===== src/hdl/weighted_image_blend_dither_macros.svh =====
// assertion helpers used by the blend merge rtl
`ifndef WEIGHTED_IMAGE_BLEND_DITHER_MACROS_SVH
`define WEIGHTED_IMAGE_BLEND_DITHER_MACROS_SVH

// same-cycle implication, quiet during reset
`define WIBD_ASSERT_NOW(lbl, clk, rstn, ante, cons) \
    lbl: assert property (@(posedge clk) disable iff (!(rstn)) (ante) |-> (cons)) \
        else $error("wibd check failed");

// next-cycle implication, quiet during reset
`define WIBD_ASSERT_NEXT(lbl, clk, rstn, ante, cons) \
    lbl: assert property (@(posedge clk) disable iff (!(rstn)) (ante) |=> (cons)) \
        else $error("wibd check failed");

`endif


===== src/hdl/wibd_pkg.sv =====
`default_nettype none
package wibd_pkg;

    // block geometry
    localparam int NUM_IMAGES = 4;
    localparam int PIX_W      = 8;
    localparam int WEIGHT_W   = 16;
    localparam int FRAC_W     = 12;
    localparam int IDX_W      = 4;
    localparam int PROD_W     = WEIGHT_W + PIX_W;
    localparam int SUM_W      = PROD_W + $clog2(NUM_IMAGES) + 1;
    localparam int RND_W      = SUM_W - FRAC_W;

    // rounding offset of one half in units of 2^-FRAC_W
    localparam logic [SUM_W-1:0] FRAC_HALF =
        {{(SUM_W-FRAC_W){1'b0}}, 1'b1, {(FRAC_W-1){1'b0}}};
    localparam logic [PIX_W-1:0] PIX_MAX = {PIX_W{1'b1}};
    localparam logic [PIX_W-1:0] PIX_MIN = '0;

    // configuration register indexes
    localparam logic [IDX_W-1:0] REG_WEIGHT_ZERO  = IDX_W'(0);
    localparam logic [IDX_W-1:0] REG_WEIGHT_ONE   = IDX_W'(1);
    localparam logic [IDX_W-1:0] REG_WEIGHT_TWO   = IDX_W'(2);
    localparam logic [IDX_W-1:0] REG_WEIGHT_THREE = IDX_W'(3);

    // what one lane hands to the merge stage
    typedef struct packed {
        logic signed [PROD_W-1:0] product;
        logic                     nonzero;
        logic [PIX_W-1:0]         pixel;
    } lane_t;

endpackage
`default_nettype wire


===== src/hdl/wibd_lane.sv =====
`default_nettype none
module wibd_lane
    import wibd_pkg::*;
(
    input  wire logic                       clk,
    input  wire logic                       ld,
    input  wire logic signed [WEIGHT_W-1:0] weight,
    input  wire logic [PIX_W-1:0]           pixel,
    output lane_t                           lane
);

    logic signed [PROD_W:0] prod_full;
    lane_t                  lane_reg;

    // weight times byte, byte taken as non-negative
    assign prod_full = weight * $signed({1'b0, pixel});

    // stage one register
    always_ff @(posedge clk)
    begin
        if (ld)
        begin
            lane_reg.product <= prod_full[PROD_W-1:0];
            lane_reg.nonzero <= (weight != '0);
            lane_reg.pixel   <= pixel;
        end
    end

    assign lane = lane_reg;

endmodule
`default_nettype wire


===== src/hdl/wibd_merge.sv =====
`default_nettype none
`include "weighted_image_blend_dither_macros.svh"
module wibd_merge
    import wibd_pkg::*;
(
    input  wire logic                  clk,
    input  wire logic                  rst_n,
    input  wire logic                  s1_valid,
    input  wire lane_t [NUM_IMAGES-1:0] lanes,
    input  wire logic                  out_ready,
    output logic                       can_take,
    output logic                       out_valid,
    output logic [PIX_W-1:0]           blended_byte,
    output logic                       was_clamped
);

    logic                    out_valid_reg;
    logic [PIX_W-1:0]        byte_reg;
    logic                    clamp_reg;
    logic [FRAC_W-1:0]       residual_reg;
    logic [FRAC_W-1:0]       residual_next;

    logic                    advance;
    logic                    single;
    logic [PIX_W-1:0]        bypass_pix;
    logic [SUM_W-1:0]        sum;
    logic [SUM_W-1:0]        sum_half;
    logic [RND_W-1:0]        rounded;
    logic [PIX_W-1:0]        sat_byte;
    logic                    sat_flag;
    logic [NUM_IMAGES-1:0]   nz_vec;

    assign can_take = !out_valid_reg || out_ready;
    assign advance  = s1_valid && can_take;

    // lone nonzero weight passes its byte straight through
    always_comb
    begin
        bypass_pix = '0;
        for (int i = 0; i < NUM_IMAGES; i++)
        begin
            nz_vec[i] = lanes[i].nonzero;
            if (lanes[i].nonzero)
                bypass_pix = bypass_pix | lanes[i].pixel;
        end
        single = ($countones(nz_vec) == 1);
    end

    // weighted sum plus kept residual, round half up
    always_comb
    begin
        sum = {{(SUM_W-FRAC_W){residual_reg[FRAC_W-1]}}, residual_reg};
        for (int i = 0; i < NUM_IMAGES; i++)
            sum = sum + {{(SUM_W-PROD_W){lanes[i].product[PROD_W-1]}}, lanes[i].product};
        sum_half      = sum + FRAC_HALF;
        rounded       = sum_half[SUM_W-1:FRAC_W];
        residual_next = sum[FRAC_W-1:0];
    end

    // saturate to byte range
    always_comb
    begin
        if (rounded[RND_W-1])
        begin
            sat_byte = PIX_MIN;
            sat_flag = 1'b1;
        end
        else if (rounded[RND_W-2:PIX_W] != '0)
        begin
            sat_byte = PIX_MAX;
            sat_flag = 1'b1;
        end
        else
        begin
            sat_byte = rounded[PIX_W-1:0];
            sat_flag = 1'b0;
        end
    end

    // output valid and residual state
    always_ff @(posedge clk or negedge rst_n)
    begin
        if (!rst_n)
        begin
            out_valid_reg <= 1'b0;
            residual_reg  <= '0;
        end
        else
        begin
            if (can_take)
                out_valid_reg <= s1_valid;
            if (advance && !single)
                residual_reg <= residual_next;
        end
    end

    // output beat payload
    always_ff @(posedge clk)
    begin
        if (advance)
        begin
            byte_reg  <= single ? bypass_pix : sat_byte;
            clamp_reg <= single ? 1'b0 : sat_flag;
        end
    end

    assign out_valid    = out_valid_reg;
    assign blended_byte = byte_reg;
    assign was_clamped  = clamp_reg;

    // checks
    `WIBD_ASSERT_NOW(a_clamp_at_rail, clk, rst_n, out_valid_reg && clamp_reg,
        byte_reg == PIX_MIN || byte_reg == PIX_MAX)
    `WIBD_ASSERT_NEXT(a_residual_idle, clk, rst_n, !advance, $stable(residual_reg))
    `WIBD_ASSERT_NEXT(a_residual_bypass, clk, rst_n, advance && single,
        $stable(residual_reg))
    `WIBD_ASSERT_NEXT(a_advance_fills, clk, rst_n, advance, out_valid_reg)

endmodule
`default_nettype wire


===== src/hdl/weighted_image_blend_dither.sv =====
`default_nettype none
// Blends one channel byte from each of four source images per beat: the bytes
// are multiplied by signed Q3.12 weights, summed with a carried rounding
// residual, rounded to nearest (half up), clamped to 0..255 with was_clamped
// flagging saturation, and the fractional remainder kept for the next beat.
// The residual is cleared only by reset. When exactly one weight is nonzero
// that image's byte passes unchanged and the residual is left alone. Weights
// must be written through cfg_wr_en/cfg_wr_index/cfg_wr_data only while the
// block is idle, which the block does not enforce; indexes beyond three are
// ignored. One beat per clock unless out_ready stalls; beats are registered
// in the lanes, then the merge stage, whose adder closes the residual feedback.
module weighted_image_blend_dither
    import wibd_pkg::*;
(
    input  wire logic                clk,
    input  wire logic                rst_n,
    input  wire logic                cfg_wr_en,
    input  wire logic [IDX_W-1:0]    cfg_wr_index,
    input  wire logic [WEIGHT_W-1:0] cfg_wr_data,
    input  wire logic                in_valid,
    output logic                     in_ready,
    input  wire logic [PIX_W-1:0]    pixel_zero,
    input  wire logic [PIX_W-1:0]    pixel_one,
    input  wire logic [PIX_W-1:0]    pixel_two,
    input  wire logic [PIX_W-1:0]    pixel_three,
    output logic                     out_valid,
    input  wire logic                out_ready,
    output logic [PIX_W-1:0]         blended_byte,
    output logic                     was_clamped
);

    logic signed [WEIGHT_W-1:0] weight_reg [NUM_IMAGES];
    logic [PIX_W-1:0]           pixel_arr  [NUM_IMAGES];
    lane_t [NUM_IMAGES-1:0]     lanes;
    logic                       s1_valid_reg;
    logic                       can_take;
    logic                       ld;

    // weight registers
    always_ff @(posedge clk or negedge rst_n)
    begin
        if (!rst_n)
        begin
            for (int i = 0; i < NUM_IMAGES; i++)
                weight_reg[i] <= '0;
        end
        else if (cfg_wr_en)
        begin
            case (cfg_wr_index)
                REG_WEIGHT_ZERO:  weight_reg[0] <= cfg_wr_data;
                REG_WEIGHT_ONE:   weight_reg[1] <= cfg_wr_data;
                REG_WEIGHT_TWO:   weight_reg[2] <= cfg_wr_data;
                REG_WEIGHT_THREE: weight_reg[3] <= cfg_wr_data;
                default:          ;
            endcase
        end
    end

    // input beat handshake and stage one valid
    assign in_ready = !s1_valid_reg || can_take;
    assign ld       = in_valid && in_ready;

    always_ff @(posedge clk or negedge rst_n)
    begin
        if (!rst_n)
            s1_valid_reg <= 1'b0;
        else if (in_ready)
            s1_valid_reg <= in_valid;
    end

    assign pixel_arr[0] = pixel_zero;
    assign pixel_arr[1] = pixel_one;
    assign pixel_arr[2] = pixel_two;
    assign pixel_arr[3] = pixel_three;

    // one multiplier lane per image
    for (genvar g = 0; g < NUM_IMAGES; g++)
    begin : g_lane
        wibd_lane u_lane (
            .clk    (clk),
            .ld     (ld),
            .weight (weight_reg[g]),
            .pixel  (pixel_arr[g]),
            .lane   (lanes[g])
        );
    end

    // merge, round, clamp and output register
    wibd_merge u_merge (
        .clk          (clk),
        .rst_n        (rst_n),
        .s1_valid     (s1_valid_reg),
        .lanes        (lanes),
        .out_ready    (out_ready),
        .can_take     (can_take),
        .out_valid    (out_valid),
        .blended_byte (blended_byte),
        .was_clamped  (was_clamped)
    );

endmodule
`default_nettype wire


===== config.mk =====
export PLATFORM = sky130hd
export DESIGN_NAME = weighted_image_blend_dither
export DESIGN_NICKNAME = d
export VERILOG_FILES = /design/src/hdl/wibd_pkg.sv /design/src/hdl/wibd_lane.sv /design/src/hdl/wibd_merge.sv /design/src/hdl/weighted_image_blend_dither.sv
export VERILOG_INCLUDE_DIRS = /design/src /design/src/hdl
export SDC_FILE = /design/constraint.sdc
export NUM_CORES = 2
export LEC_CHECK = 0
export BUFFER_PORTS_ARGS = -buffer_cell sky130_fd_sc_hd__buf_2
export CAP_MARGIN = 30
export CORE_MARGIN = 5
export CORE_UTILIZATION = 36
export CTS_CLUSTER_DIAMETER = 150
export DETAILED_ROUTE_END_ITERATION = 8
export PLACE_DENSITY_LB_ADDON = 0.25
export SYNTH_ARGS = -nofsm -noshare
export SYNTH_HDL_FRONTEND = slang
export SYNTH_SLANG_ARGS = --single-unit

===== constraint.sdc =====
create_clock -name clk -period 8.3 [get_ports clk]
set_input_delay 0.415 -clock clk [delete_from_list [all_inputs] [get_ports clk]]
set_output_delay 0.415 -clock clk [all_outputs]
set_load 0.02 [all_outputs]

; ---- Word level (Yosys, flattened, before mapping)
; Cells that the tools add are included.
[classes]
n_addsub = 8
mul = 4
n_eq_ne = 4
mux = 9
n_bitwise = 3
n_reduce_logical = 18
[op_table]
columns = operator, count
row1 = $mul A16 B9 Y24, 4
row2 = $add A27 B27 Y27, 3
row3 = $reduce_bool A16 Y1, 4
row4 = $mux W8, 7
row5 = $add A32 B32 Y32, 1
row6 = $eq A32 B2 Y1 const B, 1
row7 = $add A27 B12 Y27 const B, 1
row8 = $add A12 B24 Y25, 1
row9 = $or A8 B8 Y8, 3
row10 = $eq A4 B2 Y1 const B, 2
row11 = $reduce_and A2 Y1, 4
row12 = $reduce_bool A6 Y1, 1
row13 = $add A1 B1 Y2, 2
row14 = $eq A4 B1 Y1 const B, 1
row15 = $logic_not A4 Y1, 1
row16 = $logic_and A1 B1 Y1, 3
row17 = $logic_not A1 Y1, 3
row18 = $logic_or A1 B1 Y1, 2
row19 = $mux W1, 2
[word_totals]
regBits = 219
output_inout_bits = 11

; ---- Longest topological paths before layout
[depth]
depth_word = 9
ltp_mapped = 29
mapped_depth_nobuf = 29

; ---- By module
; From an unflattened synthesis, not the netlist that was laid out.
[hier_totals]
cells_unflattened = 3148
area_unflattened_um2 = 30329.1
[modules_own_cells]
columns = module, n_inst, cells_per_inst, area_per_inst_um2, seq_area_each_um2
row1 = wibd_lane at g_lane[3].u_lane, 1, 624, 5720.5, 991.0
row2 = wibd_lane at g_lane[0].u_lane, 1, 599, 5661.7, 991.0
row3 = wibd_lane at g_lane[2].u_lane, 1, 599, 5634.2, 991.0
row4 = wibd_lane at g_lane[1].u_lane, 1, 596, 5604.1, 991.0
row5 = wibd_merge, 1, 587, 5176.2, 595.6
row6 = weighted_image_blend_dither, 1, 143, 2532.4, 1626.6

; ---- Worst setup path before layout
; No wires, ideal clock.
[synth_timing]
path_kind = reg-to-reg
startpoint = register g_lane[0].u_lane.lane_reg, in the netlist g_lane[0].u_lane.lane[9]
endpoint = register u_merge.byte_reg[3], in the netlist u_merge.blended_byte[3], data pin
setup_time_ns = 0.267
arrival_ns = 5.739
t_required_ns = 8.033
slack_ns = 2.295
stages_incl_launch_ff = 28
n_path_buf = 1
cell_sequence = edfxtp_1 -> ha_1 -> fa_1 -> a21o_1 -> a21oi_1 -> o21bai_1 -> a21oi_1 -> o31ai_1 -> a21oi_1 -> a21oi_1 -> a211oi_1 -> o21bai_1 -> a21oi_1 -> xor2_1 -> fa_1 -> inv_1 -> ha_1 -> clkbuf_1 -> and3_1 -> a311o_1 -> a211oi_1 -> a21oi_1 -> xnor2_1 -> or4_1 -> o32ai_2 -> o32ai_2 -> o211ai_2 -> o21ai_1
[synth_between]
elab_chain_len = 9
[synth_rtl]
columns = item, line
row1 = "start, declared", wibd_lane.sv:13  ; lane_t lane_reg;
row2 = $add A12 B24 Y25 *, wibd_merge.sv:54  ; sum = sum + {{(SUM_W-PROD_W){lanes[i].product[PROD_W-1]}}, lanes[i].product};
row3 = $add A27 B27 Y27 * (3 in a row), wibd_merge.sv:54
row4 = $add A27 B12 Y27 *, wibd_merge.sv:55  ; sum_half = sum + FRAC_HALF;
row5 = $reduce_bool A6 Y1, wibd_merge.sv:68  ; else if (rounded[RND_W-2:PIX_W] != '0)
row6 = $mux W8, wibd_merge.sv:68
row7 = $mux W8 *, wibd_merge.sv:63  ; if (rounded[RND_W-1])
row8 = $mux W8 *, wibd_merge.sv:102  ; byte_reg <= single ? bypass_pix : sat_byte;
row9 = "end signal, assigned", wibd_merge.sv:102
row10 = "end, declared", wibd_merge.sv:18  ; logic [PIX_W-1:0] byte_reg;
; Every way passes the cells marked *; elsewhere a longest branch is shown, timed or not.
; A chain may end at the register's enable or synchronous reset.

; ---- Worst setup path after layout
[layout_timing]
startpoint = register g_lane[0].u_lane.lane_reg, in the netlist g_lane[0].u_lane.lane[10]
endpoint = register u_merge.byte_reg[6], in the netlist u_merge.blended_byte[6], data pin
; Same word-level chain as after synthesis.

==> results summary <==
The run finished with clean final reports. The main combinational cell family by area after synthesis is adder cells. The number of nets produced by synthesis is 3664. The final design instance area without fill came out at 31290 um^2. The final net count came out at 3662. The count of hold buffers inserted by post-cts repair came out at 1. The number of fill cells in the layout came out at roughly 8.0k. The largest stage delay on the critical path came out at 550 ps. Counting stages on the worst path, the most repeated cell is sky130_fd_sc_hd__a21oi_1. The arrival time of the worst setup path came out at 7170 ps. Across the routed clock network, the largest skew measured is 17.28 ps. The worst-case hold slack is about 71 ps. The routed design has a little over 70000 um of wire. The floorplan step set the die height to 293.7 um. The simple-gate portion of the synthesized area is around 15%.

The top cell type by total area after synthesis is sky130_fd_sc_hd__fa_1. The fraction of synthesized cell area in xor and xnor cells is 3.628%. The number of global-route vias before repair is 20.25k.

The count of unresolved DRC violations after routing came out at 0. The fraction of registers with async set/reset is 35.62%. The average cell area after synthesis came out at 9.941 um^2. The path type of the worst setup path is reg2reg. The area after detailed placement is between 30000 and 40000 um^2.

The fraction of final layout cells sized beyond drive strength 1 came out at 7.194%. Relative to the synthesized area, the layout overhead comes to 8.003%. The clock net sink count is about 220. The count of pins over their slew limit came out at 0. For this design, the slowest cell found on the critical path is sky130_fd_sc_hd__fa_1.

The die covers 86240 um^2. The share of the cycle needed by the critical path after routing came out at 81.69%. The first global-routing pass estimated 115400 um of wire. The first-pass detailed-route iteration total is 5. The overall routing resource usage is 16.88%. The routed design could run at a clock period as short as between 6000 and 7000 ps.

Once detail routing completed, the nets flagged for antenna violations numbered 0. In this run the core area contains 104 standard-cell rows. The detailed router finished its first iteration with 809 violations. The number of hold violations in the final report came to 0. By instance count, the leading cell after synthesis is sky130_fd_sc_hd__inv_1. The detailed-placement wirelength estimate came out at 57910 um. Counting cells, the worst reg-to-reg path comes to 28. The weighted congestion reported at the end of routability-driven placement is 0.8511. The initial antenna violation count came out at 10. Summing over every cut layer, the via total after detailed routing is 19.18k. The clock root buffer is sky130_fd_sc_hd__clkbuf_16. The number of ports placed on the die boundary came out at 68. Along the worst hold path, the cell count comes to 2. The capturing element type of the critical path is a register. After clock tree synthesis, the setup repair step added 0 buffers. The via count normalized by instance count is between 4 and 5. The mean routed wirelength per cell is between 15 and 20 um. The flip-flop count of the largest register after layout came out at 132. The type of element launching the critical path is a register. The count of synthesis-stage warnings from yosys came out at 0.

In the synthesized netlist, the cells that appear most often are 600 x sky130_fd_sc_hd__inv_1, 451 x sky130_fd_sc_hd__fa_1, 333 x sky130_fd_sc_hd__and2_1, 260 x sky130_fd_sc_hd__nand2_1, 242 x sky130_fd_sc_hd__ha_1. The synthesized netlist occupies a cell area of 28970 um^2. The worst pin sits at a relative slew slack of 37.63%. The level count of the clock H-tree is 1. During placement, the flow inserted port buffers numbering 67. Derived from the worst setup path, the maximum achievable clock frequency is ~150 MHz.

Before CTS, the worst setup slack after placement is roughly 1500 ps. The pin slew with the least headroom to its limit came out at 934.6 ps. Buffers inserted during clock tree synthesis total 27. The remaining global-route overflow is 0.

The setup slack of the critical path after layout is 1519 ps. Among all flip-flop cells after synthesis, the most frequent one is sky130_fd_sc_hd__edfxtp_1. The clock transition at the registers of the reported paths came out at 70 ps. Synthesis instantiated just over 70 different standard cells from the library. Synthesis produced 2914 cells. Entering global routing, the biggest net connects 68 pins. Summing the areas of all fa, ha and maj instances in the mapped netlist gives 41.62% of the synthesized area.

The width of the die is between 200 and 300 um. In this run, synthesis inferred approximately 140 flip-flops with an integrated enable. The initial cell density of the core is 36.14%.

Setup repair after global routing left no endpoint under its margin. The share of cell area taken by muxes after synthesis came out at 2.756%. The maximum fanout count along the critical path is 7. The number of max-cap violations came out at 0. The clock insertion delay at the later pin of the skew report is 570 ps.

The final-layout setup total negative slack is 0 ps. The post-synthesis sequential element count came out at 219. The longest clock path from root to sink contains 3 buffers.

Ranked by total cell area, the synthesized netlist is headed by sky130_fd_sc_hd__fa_1 31%, sky130_fd_sc_hd__edfxtp_1 15%, sky130_fd_sc_hd__ha_1 10%. The share of the synthesized area in the top cell type came out at between 30% and 40%. The placeable core region is roughly 80000 um^2. Post-CTS repair changed the size of 0 cells. The required arrival time at the worst endpoint came out at 8690 ps. The sequential-to-total area share from yosys stat is 21.35%.

The area fraction in compound gates after synthesis came out at ~6.9%. TritonCTS built the clock tree. The final number of setup-violating endpoints came out at 0. The min-delay analysis places its worst path in the category in2reg.
worst paths after layout:
path	start	slack (ps)	end
worst max-delay path	g_lane[0].u_lane.lane[10]	1520	u_merge.blended_byte[6]
worst min-delay path	in_valid	70	s1_valid_reg
worst max register to register	g_lane[0].u_lane.lane[10]	1520	u_merge.blended_byte[6]
worst min register to register	s1_valid_reg	480	u_merge.out_valid
max in group asynchronous	rst_n	6780	weight_reg[45]
min in group asynchronous	rst_n	350	weight_reg[54]
cell usage in the layout, fill, tap and decap left out, types with 14 or more instances in the layout:
cell type | netlist | routed
sky130_fd_sc_hd__clkbuf_16 | 0 | 28
sky130_fd_sc_hd__fa_1 | 451 | 451
sky130_fd_sc_hd__nand2b_1 | 19 | 19
sky130_fd_sc_hd__xor2_1 | 32 | 32
sky130_fd_sc_hd__nand3_1 | 17 | 17
sky130_fd_sc_hd__nor3_1 | 24 | 23
sky130_fd_sc_hd__mux2_2 | 70 | 70
sky130_fd_sc_hd__a21oi_1 | 86 | 86
sky130_fd_sc_hd__dfrtp_1 | 78 | 78
sky130_fd_sc_hd__o21ai_0 | 59 | 59
sky130_fd_sc_hd__nor2b_1 | 14 | 14
sky130_fd_sc_hd__a21o_1 | 30 | 30
sky130_fd_sc_hd__nor4_1 | 19 | 19
sky130_fd_sc_hd__and3_1 | 14 | 14
sky130_fd_sc_hd__nor2_1 | 73 | 73
sky130_fd_sc_hd__xnor2_1 | 88 | 88
sky130_fd_sc_hd__buf_2 | 0 | 66
sky130_fd_sc_hd__ha_1 | 242 | 242
sky130_fd_sc_hd__nand2_1 | 260 | 260
sky130_fd_sc_hd__inv_1 | 600 | 600
sky130_fd_sc_hd__and2_1 | 333 | 332
sky130_fd_sc_hd__edfxtp_1 | 141 | 141
kinds of logic (layout without fill, tap and decap cells):
logic type	after synthesis	after routing
adder cells (fa/ha/maj)	693	693
flip-flops	219	219
AO/OA/AOI/OAI	297	297
buffers and inverters	704	723
other	0	3
multiplexers	71	71
XOR/XNOR	120	120
AND/OR/NAND/NOR	810	810
stage by stage:
step                instances  util, %
floorplan                2914        -
global placement         3941    37.79
detailed placement       3942    37.81
CTS                      3993    39.02
global route             3993    39.02
finish                   3996    39.03
per-layer routing:
metal	routed length (um)	vias to the layer above	track usage, %	share of wire (%)
li1	-	9131	-	-
met1	33610	9722	24.00	47
met2	32660	261	27.69	46
met3	3407	60	2.792	4.8
met4	1275	4	3.068	1.8
met5	14	-	0	0.020
worst max-delay path, delay by kind of cell, from the launching register on:
| kind | cells | cell delay [ps] |
|---|---|---|
| buffers and inverters | 1 | 40 |
| xor gates and xnor gates | 2 | 470 |
| DFF | 1 | 430 |
| adders and majority gates | 3 | 1150 |
| and+or+nand+nor | 6 | 1130 |
| AOI/OAI and AO/OA | 16 | 3360 |
final cells by class:
class	instances	area (um^2)	area share, %
flip-flops and latches	219	6186	19.77
multi-input cells	1991	20160	64.43
clock inverters	18	247.7	0.7918
diodes	3	7.507	0.02399
clock buffers	32	715.7	2.287
inverters	600	2252	7.198
well taps	1060	1326	4.239
repair buffers	73	392.9	1.256
Power is left out: the tool's default activity adds up to more than one toggle a clock period on the data nets, which glitch-free logic cannot reach.
